$ cat src/bmp565_pkg.sv
// Shared types and constants for the BMP 24-bit to RGB565 stream decoder.
package bmp565_pkg;

  localparam int unsigned HEADER_BYTES = 34;
  localparam logic [15:0] BMP_MAGIC = 16'h4D42;
  localparam logic [15:0] BMP_PLANES = 16'd1;
  localparam logic [15:0] BMP_BPP = 16'd24;
  localparam int unsigned QDEPTH = 2;
  localparam int unsigned QPTR_W = $clog2(QDEPTH);
  localparam int unsigned QCNT_W = $clog2(QDEPTH + 1);

  localparam logic [1:0] KIND_PIXEL = 2'd0;
  localparam logic [1:0] KIND_ACCEPT = 2'd1;
  localparam logic [1:0] KIND_REJECT = 2'd2;

  typedef struct packed {
    logic [7:0] byte_value;
    logic       first_byte;
  } in_item_t;

  typedef struct packed {
    logic [1:0]  result_kind;
    logic [15:0] pixel_color;
    logic [15:0] pixel_column;
    logic [15:0] pixel_row;
    logic        last_pixel;
  } out_item_t;

  typedef struct packed {
    logic [1:0]  kind;
    logic [7:0]  blue;
    logic [7:0]  green;
    logic [7:0]  red;
    logic [15:0] column;
    logic [15:0] file_row;
    logic [15:0] height;
    logic        last;
  } cmd_t;

  typedef struct packed {
    logic full;
    logic empty;
  } q_status_t;

endpackage

$ cat src/bmp24_to_rgb565_stream_top.sv
// Top level of the BMP 24-bit to RGB565 stream decoder.
// Path: an accepted byte's command is written into a queue slot, then loaded into the output register.
// Throughput: one byte per cycle; the parser takes a byte whenever the two-entry
// command queue has room, and the queue drains into the output register.
// Reset is synchronous and active low; it returns the parser to the header phase
// and empties the queue and the output register.
module bmp24_to_rgb565_stream_top (
  input  logic                  clk,
  input  logic                  rst_n,
  input  logic                  in_valid,
  output logic                  in_stall,
  input  bmp565_pkg::in_item_t  in_data,
  output logic                  out_valid,
  input  logic                  out_stall,
  output bmp565_pkg::out_item_t out_data
);
  import bmp565_pkg::*;

  logic      in_acc;
  logic      push;
  logic      pop;
  cmd_t      push_cmd;
  cmd_t      head;
  q_status_t q_status;

  assign in_stall = q_status.full;
  assign in_acc = in_valid && !in_stall;

  bmp565_front u_front (
    .clk      (clk),
    .rst_n    (rst_n),
    .in_acc   (in_acc),
    .in_data  (in_data),
    .push     (push),
    .push_cmd (push_cmd)
  );

  bmp565_queue u_queue (
    .clk      (clk),
    .rst_n    (rst_n),
    .push     (push),
    .push_cmd (push_cmd),
    .pop      (pop),
    .head     (head),
    .status   (q_status)
  );

  bmp565_back u_back (
    .clk       (clk),
    .rst_n     (rst_n),
    .head      (head),
    .q_status  (q_status),
    .pop       (pop),
    .out_valid (out_valid),
    .out_stall (out_stall),
    .out_data  (out_data)
  );

endmodule

$ cat src/bmp565_front.sv
// Front end: parses the header and turns the bytes into accept, reject and pixel commands.
module bmp565_front (
  input  logic                 clk,
  input  logic                 rst_n,
  input  logic                 in_acc,
  input  bmp565_pkg::in_item_t in_data,
  output logic                 push,
  output bmp565_pkg::cmd_t     push_cmd
);
  import bmp565_pkg::*;

  typedef enum logic [2:0] {
    PH_HEADER,
    PH_HEADER_BAD,
    PH_SKIP,
    PH_PIXEL,
    PH_PAD,
    PH_DONE
  } phase_t;

  phase_t      phase_r, phase_nxt, cur_phase;
  logic [31:0] pos_r, pos_nxt, cur_pos, pos_inc;
  logic [31:0] acc_r, acc_nxt, cur_acc, acc_new;
  logic [31:0] offset_r, offset_nxt;
  logic [15:0] width_r, width_nxt;
  logic [15:0] height_r, height_nxt;
  logic [15:0] col_r, col_nxt;
  logic [15:0] frow_r, frow_nxt;
  logic [1:0]  tri_r, tri_nxt;
  logic [7:0]  blue_r, blue_nxt;
  logic [7:0]  green_r, green_nxt;
  logic [1:0]  pad_r, pad_nxt;
  logic [15:0] hi16;
  logic        last_col, last_row;
  logic [7:0]  b;

  always_comb begin
    b = in_data.byte_value;
    cur_phase = in_data.first_byte ? PH_HEADER : phase_r;
    cur_pos = in_data.first_byte ? 32'd0 : pos_r;
    cur_acc = in_data.first_byte ? 32'd0 : acc_r;
    acc_new = {b, cur_acc[31:8]};
    hi16 = acc_new[31:16];
    pos_inc = (cur_pos == 32'hFFFF_FFFF) ? cur_pos : cur_pos + 32'd1;
    last_col = ({1'b0, col_r} + 17'd1) >= {1'b0, width_r};
    last_row = ({1'b0, frow_r} + 17'd1) >= {1'b0, height_r};

    phase_nxt = phase_r;
    pos_nxt = pos_r;
    acc_nxt = acc_r;
    offset_nxt = offset_r;
    width_nxt = width_r;
    height_nxt = height_r;
    col_nxt = col_r;
    frow_nxt = frow_r;
    tri_nxt = tri_r;
    blue_nxt = blue_r;
    green_nxt = green_r;
    pad_nxt = pad_r;
    push = 1'b0;
    push_cmd = '0;

    if (in_acc) begin
      phase_nxt = cur_phase;
      pos_nxt = cur_pos;
      acc_nxt = cur_acc;
      case (cur_phase)
        PH_HEADER, PH_HEADER_BAD: begin
          acc_nxt = acc_new;
          pos_nxt = pos_inc;
          if (cur_pos == 32'd1 && hi16 != BMP_MAGIC) begin
            phase_nxt = PH_HEADER_BAD;
          end else if (cur_pos == 32'd13) begin
            offset_nxt = acc_new;
          end else if (cur_pos == 32'd21) begin
            width_nxt = acc_new[15:0];
          end else if (cur_pos == 32'd25) begin
            height_nxt = acc_new[15:0];
          end else if (cur_pos == 32'd27 && hi16 != BMP_PLANES) begin
            phase_nxt = PH_HEADER_BAD;
          end else if (cur_pos == 32'd29 && hi16 != BMP_BPP) begin
            phase_nxt = PH_HEADER_BAD;
          end else if (cur_pos == 32'(HEADER_BYTES - 1)) begin
            push = 1'b1;
            if (cur_phase == PH_HEADER_BAD || acc_new != 32'd0) begin
              phase_nxt = PH_DONE;
              push_cmd.kind = KIND_REJECT;
            end else if (width_r == 16'd0 || height_r == 16'd0) begin
              phase_nxt = PH_DONE;
              push_cmd.kind = KIND_ACCEPT;
              push_cmd.last = 1'b1;
            end else begin
              frow_nxt = '0;
              col_nxt = '0;
              tri_nxt = '0;
              phase_nxt = (offset_r <= 32'(HEADER_BYTES)) ? PH_PIXEL : PH_SKIP;
              push_cmd.kind = KIND_ACCEPT;
            end
          end
        end
        PH_SKIP: begin
          pos_nxt = pos_inc;
          if (pos_inc >= offset_r) begin
            phase_nxt = PH_PIXEL;
          end
        end
        PH_PIXEL: begin
          if (tri_r == 2'd0) begin
            blue_nxt = b;
            tri_nxt = 2'd1;
          end else if (tri_r == 2'd1) begin
            green_nxt = b;
            tri_nxt = 2'd2;
          end else begin
            push = 1'b1;
            push_cmd.kind = KIND_PIXEL;
            push_cmd.blue = blue_r;
            push_cmd.green = green_r;
            push_cmd.red = b;
            push_cmd.column = col_r;
            push_cmd.file_row = frow_r;
            push_cmd.height = height_r;
            tri_nxt = 2'd0;
            if (last_col && last_row) begin
              phase_nxt = PH_DONE;
              push_cmd.last = 1'b1;
            end else if (last_col) begin
              frow_nxt = frow_r + 16'd1;
              col_nxt = '0;
              pad_nxt = width_r[1:0];
              if (width_r[1:0] != 2'd0) begin
                phase_nxt = PH_PAD;
              end
            end else begin
              col_nxt = col_r + 16'd1;
            end
          end
        end
        PH_PAD: begin
          pad_nxt = pad_r - 2'd1;
          if (pad_r == 2'd1) begin
            phase_nxt = PH_PIXEL;
          end
        end
        default: begin
        end
      endcase
    end
  end

  always_ff @(posedge clk) begin
    if (!rst_n) begin
      phase_r <= PH_HEADER;
      pos_r <= '0;
      acc_r <= '0;
    end else begin
      phase_r <= phase_nxt;
      pos_r <= pos_nxt;
      acc_r <= acc_nxt;
    end
    offset_r <= offset_nxt;
    width_r <= width_nxt;
    height_r <= height_nxt;
    col_r <= col_nxt;
    frow_r <= frow_nxt;
    tri_r <= tri_nxt;
    blue_r <= blue_nxt;
    green_r <= green_nxt;
    pad_r <= pad_nxt;
  end

endmodule

$ cat src/bmp565_queue.sv
// Short command queue between the parser and the pixel formatter.
module bmp565_queue (
  input  logic                  clk,
  input  logic                  rst_n,
  input  logic                  push,
  input  bmp565_pkg::cmd_t      push_cmd,
  input  logic                  pop,
  output bmp565_pkg::cmd_t      head,
  output bmp565_pkg::q_status_t status
);
  import bmp565_pkg::*;

  cmd_t              slot_r [QDEPTH];
  logic [QPTR_W-1:0] wr_ptr_r, wr_ptr_nxt;
  logic [QPTR_W-1:0] rd_ptr_r, rd_ptr_nxt;
  logic [QCNT_W-1:0] count_r, count_nxt;

  always_comb begin
    status.full = (count_r == QCNT_W'(QDEPTH));
    status.empty = (count_r == '0);
    head = slot_r[rd_ptr_r];
    wr_ptr_nxt = wr_ptr_r;
    rd_ptr_nxt = rd_ptr_r;
    count_nxt = count_r;
    if (push) begin
      wr_ptr_nxt = (wr_ptr_r == QPTR_W'(QDEPTH - 1)) ? '0 : wr_ptr_r + 1'b1;
    end
    if (pop) begin
      rd_ptr_nxt = (rd_ptr_r == QPTR_W'(QDEPTH - 1)) ? '0 : rd_ptr_r + 1'b1;
    end
    if (push && !pop) begin
      count_nxt = count_r + 1'b1;
    end else if (pop && !push) begin
      count_nxt = count_r - 1'b1;
    end
  end

  always_ff @(posedge clk) begin
    if (!rst_n) begin
      wr_ptr_r <= '0;
      rd_ptr_r <= '0;
      count_r <= '0;
    end else begin
      wr_ptr_r <= wr_ptr_nxt;
      rd_ptr_r <= rd_ptr_nxt;
      count_r <= count_nxt;
    end
    if (push) begin
      slot_r[wr_ptr_r] <= push_cmd;
    end
  end

  a_no_overflow: assert property (@(posedge clk) disable iff (!rst_n)
    push |-> !status.full)
    else $error("queue written while full");

  a_no_underflow: assert property (@(posedge clk) disable iff (!rst_n)
    pop |-> !status.empty)
    else $error("queue read while empty");

  a_count_track: assert property (@(posedge clk) disable iff (!rst_n)
    (push && !pop) |=> (count_r == $past(count_r) + 1'b1))
    else $error("queue count did not follow a lone write");

endmodule

$ cat src/bmp565_back.sv
// Back end: packs RGB565, computes the screen row and holds the result register.
module bmp565_back (
  input  logic                  clk,
  input  logic                  rst_n,
  input  bmp565_pkg::cmd_t      head,
  input  bmp565_pkg::q_status_t q_status,
  output logic                  pop,
  output logic                  out_valid,
  input  logic                  out_stall,
  output bmp565_pkg::out_item_t out_data
);
  import bmp565_pkg::*;

  logic      valid_r, valid_nxt;
  out_item_t item_r, item_nxt;
  logic      is_pixel;

  always_comb begin
    pop = !q_status.empty && (!valid_r || !out_stall);
    is_pixel = (head.kind == KIND_PIXEL);
    item_nxt.result_kind = head.kind;
    item_nxt.pixel_color = is_pixel ?
        {head.red[7:3], head.green[7:2], head.blue[7:3]} : 16'd0;
    item_nxt.pixel_column = is_pixel ? head.column : 16'd0;
    item_nxt.pixel_row = is_pixel ? (head.height - 16'd1 - head.file_row) : 16'd0;
    item_nxt.last_pixel = head.last;
    valid_nxt = valid_r;
    if (pop) begin
      valid_nxt = 1'b1;
    end else if (!out_stall) begin
      valid_nxt = 1'b0;
    end
  end

  always_ff @(posedge clk) begin
    if (!rst_n) begin
      valid_r <= 1'b0;
    end else begin
      valid_r <= valid_nxt;
    end
    if (pop) begin
      item_r <= item_nxt;
    end
  end

  assign out_valid = valid_r;
  assign out_data = item_r;

  a_pop_loads: assert property (@(posedge clk) disable iff (!rst_n)
    pop |=> valid_r)
    else $error("result register not loaded after queue read");

  a_no_pop_on_stall: assert property (@(posedge clk) disable iff (!rst_n)
    (valid_r && out_stall) |-> !pop)
    else $error("queue read while a stalled result is held");

endmodule
$ cat config.mk
export PLATFORM = sky130hd
export DESIGN_NAME = bmp24_to_rgb565_stream_top
export DESIGN_NICKNAME = d
export VERILOG_FILES = /design/src/bmp565_pkg.sv /design/src/bmp24_to_rgb565_stream_top.sv /design/src/bmp565_front.sv /design/src/bmp565_queue.sv /design/src/bmp565_back.sv
export SDC_FILE = /design/constraint.sdc
export NUM_CORES = 1
export LEC_CHECK = 0
export BUFFER_PORTS_ARGS = -buffer_cell sky130_fd_sc_hd__buf_2
export CORE_ASPECT_RATIO = 0.9
export CORE_MARGIN = 1.5
export CORE_UTILIZATION = 35
export CTS_BUF_LIST = sky130_fd_sc_hd__clkbuf_4 sky130_fd_sc_hd__clkbuf_8 sky130_fd_sc_hd__clkbuf_16
export DETAILED_ROUTE_END_ITERATION = 7
export PLACE_DENSITY = 0.61
export REMOVE_ABC_BUFFERS = 1
export SLEW_MARGIN = 20
export SYNTH_ARGS = -nofsm -noshare
export SYNTH_HDL_FRONTEND = slang
export SYNTH_SLANG_ARGS = --single-unit
$ cat constraint.sdc
create_clock -name clk -period 18.7 [get_ports clk]
set_input_delay 5.61 -clock clk [delete_from_list [all_inputs] [get_ports clk]]
set_output_delay 5.61 -clock clk [all_outputs]
set_load 0.01 [all_outputs]
Word level (Yosys, flattened, before mapping) --
Memory sizes are Yosys's and may differ from the RTL's. A register that Yosys moved wholly into a read port is not among the register bits. Index checks and enable logic that the tools add are counted.
Word-level totals: bits in writable memories 150, register bits 231, input bits 13, output and inout bits 53, memories 1, logic and storage cells 218
Cells by class: equality and inequality tests 32, $add $sub $neg 12, muxes and demuxes 105, order comparisons 4, reduce and logical (&&, ||, !) cells 39, bitwise logic cells 4
Memory list:
- u_queue.slot_r | words 2, width 75, read ports 1, clocked after Yosys merged registers in 1, write ports 1, RTL line bmp565_queue.sv:13 | cmd_t slot_r [QDEPTH];
Operators with widths (count):
- two-way mux 16 bit | 17
- two-way mux 32 bit | 5
- two-way mux 75 bit | 2
- == test 32 x 5 -> 1 bit (second input constant) | 4
- two-way mux 73 bit | 1
- two-way mux 72 bit | 1
- one-hot mux 16 bit (2 select lines) | 2
- two-way mux 3 bit | 17
- two-way mux 2 bit | 25
- adder 16 x 1 -> 17 bit (second input constant) | 2
- >= comparator 17 x 16 -> 1 bit | 2
- adder 16 x 1 -> 16 bit (second input constant) | 2
- adder 32 x 1 -> 32 bit (second input constant) | 1
- == test 32 x 1 -> 1 bit (second input constant) | 1
- == test 32 bit (second input constant) | 1
- == test 32 x 4 -> 1 bit (second input constant) | 1
- == test 32 x 6 -> 1 bit (second input constant) | 1
- >= comparator 32 bit | 1
- less-or-equal comparator 32 x 6 -> 1 bit (second input constant) | 1
- zero test 16 bit | 2
- nonzero test 32 bit | 1
- two-way mux 1 bit | 29
- != test 2 bit (second input constant) | 11
- != test 16 x 1 -> 1 bit (second input constant) | 1
- 32 further kinds | 65

Depth between registers and ports, before layout --
depth in word-level cells 15, depth in mapped cells 22, depth with buffers taken out 18

Modules after synthesis --
From an unflattened synthesis, not the netlist that was laid out.
Unflattened totals: cells, all modules 1666, area, all modules 19258.5 sq um
By module, submodules not included:
- bmp565_front | area an instance 10885.4 sq um, cells an instance 1186, seq. area each 4664.5 sq um, instances 1
- bmp565_queue | area an instance 5641.7 sq um, cells an instance 255, seq. area each 4604.4 sq um, instances 1
- bmp565_back | area an instance 2717.6 sq um, cells an instance 224, seq. area each 1551.5 sq um, instances 1
- bmp24_to_rgb565_stream_top | area an instance 13.8 sq um, cells an instance 1, seq. area each 0.0 sq um, instances 1

Worst setup path before layout --
Ideal clock, no wire load.
path type input port to flip-flop, from input in_data[0] in the netlist's numbering, to memory u_queue.slot_r[0][0] in the netlist's numbering (enable), stages 11, slack 7.269 ns, setup time 0.514 ns, path buffers 4, required time 18.186 ns, arrival 10.917 ns, cells stage by stage buf_2 > clkbuf_1 > clkbuf_1 > nor2b_1 > ha_1 > inv_1 > nor4_1 > and4b_1 > clkbuf_1 > nand2_1 > a21oi_1
On the way: longest elaborated chain between the ends 13, elaborated cells between the ends (all ways) 31, classes of those cells eq/ne (12); mux (14); reduce/logical (5)
RTL lines:
- start, declared | RTL line bmp24_to_rgb565_stream_top.sv:12 | input bmp565_pkg::in_item_t in_data,
- two-way mux 32 bit (on tied branches) | RTL line bmp565_front.sv:40, bmp565_front.sv:41
- == test 32 x 6 -> 1 bit (tied with other cells) | RTL line bmp565_front.sv:83 | end else if (cur_pos == 32'(HEADER_BYTES - 1)) begin
- two-way mux 1 bit / logical AND 1 bit (equally long branches) | RTL line bmp565_front.sv:83, bmp565_front.sv:81
- two-way mux 1 bit | RTL line bmp565_front.sv:81 | end else if (cur_pos == 32'd29 && hi16 != BMP_BPP) begin
- two-way mux 1 bit | RTL line bmp565_front.sv:79 | end else if (cur_pos == 32'd27 && hi16 != BMP_PLANES) begin
- two-way mux 1 bit | RTL line bmp565_front.sv:77 | end else if (cur_pos == 32'd25) begin
- two-way mux 1 bit | RTL line bmp565_front.sv:75 | end else if (cur_pos == 32'd21) begin
- two-way mux 1 bit | RTL line bmp565_front.sv:73 | end else if (cur_pos == 32'd13) begin
- two-way mux 1 bit | RTL line bmp565_front.sv:71 | if (cur_pos == 32'd1 && hi16 != BMP_MAGIC) begin
- one-hot mux 1 bit (2 select lines) (*) | RTL line bmp565_front.sv:67 | case (cur_phase)
- two-way mux 1 bit (*) | RTL line bmp565_front.sv:63 | if (in_acc) begin
- two-way mux 1 bit (*) | RTL line bmp565_queue.sv:48 | if (push) begin
- two-way mux 1 bit (implied by the code) (*) | RTL line bmp565_queue.sv:49 | slot_r[wr_ptr_r] <= push_cmd;
- end, declared | RTL line bmp565_queue.sv:13
Every way passes the cells marked *; elsewhere a longest branch is shown, timed or not. The select of a mux whose other input is x is not followed.

Worst setup path after layout --
from input in_data[0] in the netlist's numbering, to register u_front.phase_r[1]
On the way: longest elaborated chain between the ends 12, elaborated cells between the ends (all ways) 44, classes of those cells add/sub (1); order compare (1); eq/ne (15); mux (20); reduce/logical (7)
RTL lines:
- branches (longest 11 deep; another with adder 32 x 1 -> 32 bit)
- one-hot mux 3 bit (4 select lines) (*) | RTL line bmp565_front.sv:67
- end signal, assigned | RTL line bmp565_front.sv:157 | phase_r <= phase_nxt;
- end, declared | RTL line bmp565_front.sv:21 | phase_t phase_r, phase_nxt, cur_phase;
Every way passes the cells marked *. The select of a mux whose other input is x is not followed. A chain may end at the register's enable or synchronous reset.

==> flow_summary.json <==
{
  "status": "finished, final reports clean",
  "grt_max_degree": 68,
  "firstDrtPassIters": 5,
  "dpl.hpwl_mm": 27.05,
  "holdPathStages": 2,
  "die_area_sq_um": 52170,
  "cts_tree": "yes",
  "rr_worst_depth": 18,
  "port-buffer-count": 65,
  "worstPathArrival_ps": 10820,
  "antenna_cells": 0,
  "ant_nets": 0,
  "detail_route.wl_per_cell_um": 16.99,
  "cp_max_fo": 55,
  "multiInputGateArea_sq_um": 7077,
  "crit_top_cell": "a21oi_1",
  "post-route-util": 0.4044,
  "synth_ff_type": "edfxtp_1",
  "setup_viol": 0,
  "leakage_nw": 7.665,
  "drive_gt1_frac": 0.1221,
  "fin_worst_skew_ps": 22.17,
  "total_power_mw": 2.211,
  "wl_mm": 39.67,
  "worstHoldStart": "u_front.acc_r[27]",
  "hold_viol_final": 0,
  "hold_end": "u_front.acc_r[27]",
  "path_class": "in2reg",
  "critPathMaxStageDelay_ps": 610,
  "vdd_drop_max_uv": 58.15,
  "p_per_area_nw_per_um2": 108.8,
  "ys_types": 75,
  "nets": 1721,
  "vias_per_cell": 5.146,
  "synth-seq-area-share": 0.5730,
  "cp_cell_sequence": "buf_2 -> buf_4 -> nor2b_1 -> ha_1 -> nand4_1 -> nor4_1 -> nand4b_1 -> and2_1 -> nand3_1 -> or3_1 -> a21oi_1 -> ha_1 -> a21o_1 -> a21o_1 -> a21oi_1 -> o22ai_1 -> nor4bb_1 -> a21oi_1 -> o2111ai_1 -> o211ai_1",
  "rr_startpoint": "u_front.pos_r[0]",
  "required_ps": 19140,
  "cpMaxStageDelayCell": "buf_2",
  "slew_viol_final": 0,
  "rsz0062_at_grt": "false",
  "num-fill-cells": 4807,
  "gp_congestion": 0.8756,
  "cts_resized": 0,
  "clock.fmax_ghz": 0.09638,
  "clockBufferDepth": 3,
  "syn_inst": 1564,
  "cts_hold_buf": 0,
  "grt_first_pass_wirelength_mm": 63.84,
  "rows": 78,
  "crit_path_end_kind": "register",
  "cts_sinks": 361,
  "clk_latency_ps": 570,
  "route.detailed.drc": 0,
  "slew_headroom": 0.2990,
  "grt_pass1_vias": 11760,
  "boundaryPins": 66,
  "synthArstFlopShare": 0,
  "grtUsageTotal": 0.1550,
  "min_period_over_period": 0.5549,
  "stdcell_count": 2335,
  "ys_warn_count": 0,
  "r2r-end": "u_front.phase_r[1]",
  "worst_pin_slew_ps": 1048,
  "clk_pin_slew_worst_paths_ps": 60,
  "cts_buffers": 42,
  "num_vias": 12020,
  "syn_area_per_cell_sq_um": 11.37,
  "antenna_found_initial": 0,
  "syn2layout_area_growth_pct": 14.30,
  "max-cap-violations": 0,
  "drt_iter0_markers": 985,
  "grt_overflow_total": 0,
  "hold_slack_ps": 494.7,
  "period_minus_slack_ps": 10380,
  "die_y_um": 216.8,
  "core_area_sq_um": 50260,
  "synth_edf_count": 296,
  "start_util": 0.3538,
  "cts_setup_buffers": 0,
  "synth-seq-cells": 361,
  "root_buffer": "clkbuf_16",
  "place_inst": 2258,
  "chipWidth_um": 240.6,
  "setup_tns_ps": 0,
  "syn_area_sq_um": 17780,
  "regArea_sq_um": 10190,
  "crit_path_start_kind": "input pin",
  "rrSetupSlack_ps": 13960,
  "hp-class": "reg2reg",
  "cts_max_level": 2
}
==> how the worst max path moves through the flow <==
stage,startpoint,end,cells after the start
finish,in_data[0],u_front.phase_r[1],20
global placement,in_data[0],u_front.phase_r[1],20
CTS,in_data[0],u_front.phase_r[1],20
detailed placement,in_data[0],u_front.phase_r[1],20
global route,in_data[0],u_front.phase_r[1],20
floorplan,in_data[0],u_queue.slot_r[0][0],7
==> final cells by class <==
cell class,instances,area share
clock inverters,24,0.01588
repair buffers,80,0.02155
inverters,81,0.01496
well taps,680,0.04186
multi-input cells,1056,0.3482
clock buffers,53,0.05608
flip-flops and latches,361,0.5015
==> sequential cells by signal, summed over array words and instances, names as in the netlist, named ones only <==
name / count
u_queue.slot_r: 134
u_back.out_data: 51
u_front.offset_r: 32
u_front.pos_r: 32
u_front.acc_r: 24
u_front.col_r: 16
u_front.frow_r: 16
u_front.height_r: 16
u_front.width_r: 16
u_front.green_r: 6
u_front.blue_r: 5
u_front.phase_r: 3
u_front.pad_r: 2
u_front.tri_r: 2
u_queue.count_r: 2
u_back.out_valid: 1
u_queue.rd_ptr_r: 1
u_queue.wr_ptr_r: 1
==> cells by family (layout without fill, tap and decap cells) <==
family,after synthesis,count (layout),share of synthesized area
buffers and inverters,147,238,0.03166
xor gates and xnor gates,72,72,0.03546
muxes,65,65,0.03785
DFF,361,361,0.5730
adders and majority gates,86,86,0.06093
and+or+nand+nor,598,598,0.1789
AOI/OAI and AO/OA,235,235,0.08225
==> stage by stage <==
step / instance area, sq um / setup slack (ps)
2_1_floorplan: 17520 / 7907
3_3_place_gp: 18840 / 7990
3_5_place_dp: 18850 / 7787
4_1_cts: 20310 / 8366
5_1_grt: 20330 / 7933
6_report: 20330 / 8324
==> cell usage after synthesis, types with 36 or more instances <==
cell type / n / area [sq um]
edfxtp_1: 296 / 8889
nor2_1: 177 / 664.4
nand2_1: 90 / 337.8
ha_1: 85 / 1064
inv_1: 80 / 300.3
and2_1: 72 / 450.4
a21oi_1: 68 / 340.3
dfxtp_1: 65 / 1301
o21ai_0: 60 / 300.3
clkbuf_1: 50 / 187.7
xnor2_1: 49 / 429.2
mux2i_1: 47 / 470.5
nor2b_1: 45 / 281.5
nor4_1: 37 / 231.5
nand3_1: 36 / 180.2
==> critical path, delay by kind of cell <==
| kind | cells | cell delay (ps) |
|---|---|---|
| and+or+nand+nor | 8 | 2090 |
| AOI/OAI and AO/OA | 8 | 1310 |
| buffers and inverters | 2 | 1200 |
| adders and majority gates | 2 | 570 |
==> per-layer routing <==
layer  vias up  GRT usage  wire length [um]
met1      5809     0.2142             18490
li1       5827          -                 -
met4         0    0.05073               881
met5         -          0                 0
met3        65    0.02727              2047
met2       316     0.2460             18250
==> layout by cell type (no fill, tap or decap), types with 42 or more instances in the layout <==
master	count
and2_1	71
buf_2	65
inv_1	79
edfxtp_1	296
nand2_1	90
clkbuf_16	42
dfxtp_1	64
o21ai_0	60
nor2b_1	45
xnor2_1	49
a21oi_1	67
mux2i_1	47
ha_1	85
nor2_1	177
==> power breakdown <==
group	internal, mW	switching (mW)	leakage [nW]
Clock	0.510	0.343	0.716
Sequential	0.943	0.0343	3.16
Combinational	0.158	0.223	3.79
(Power assumes the default switching activity.)
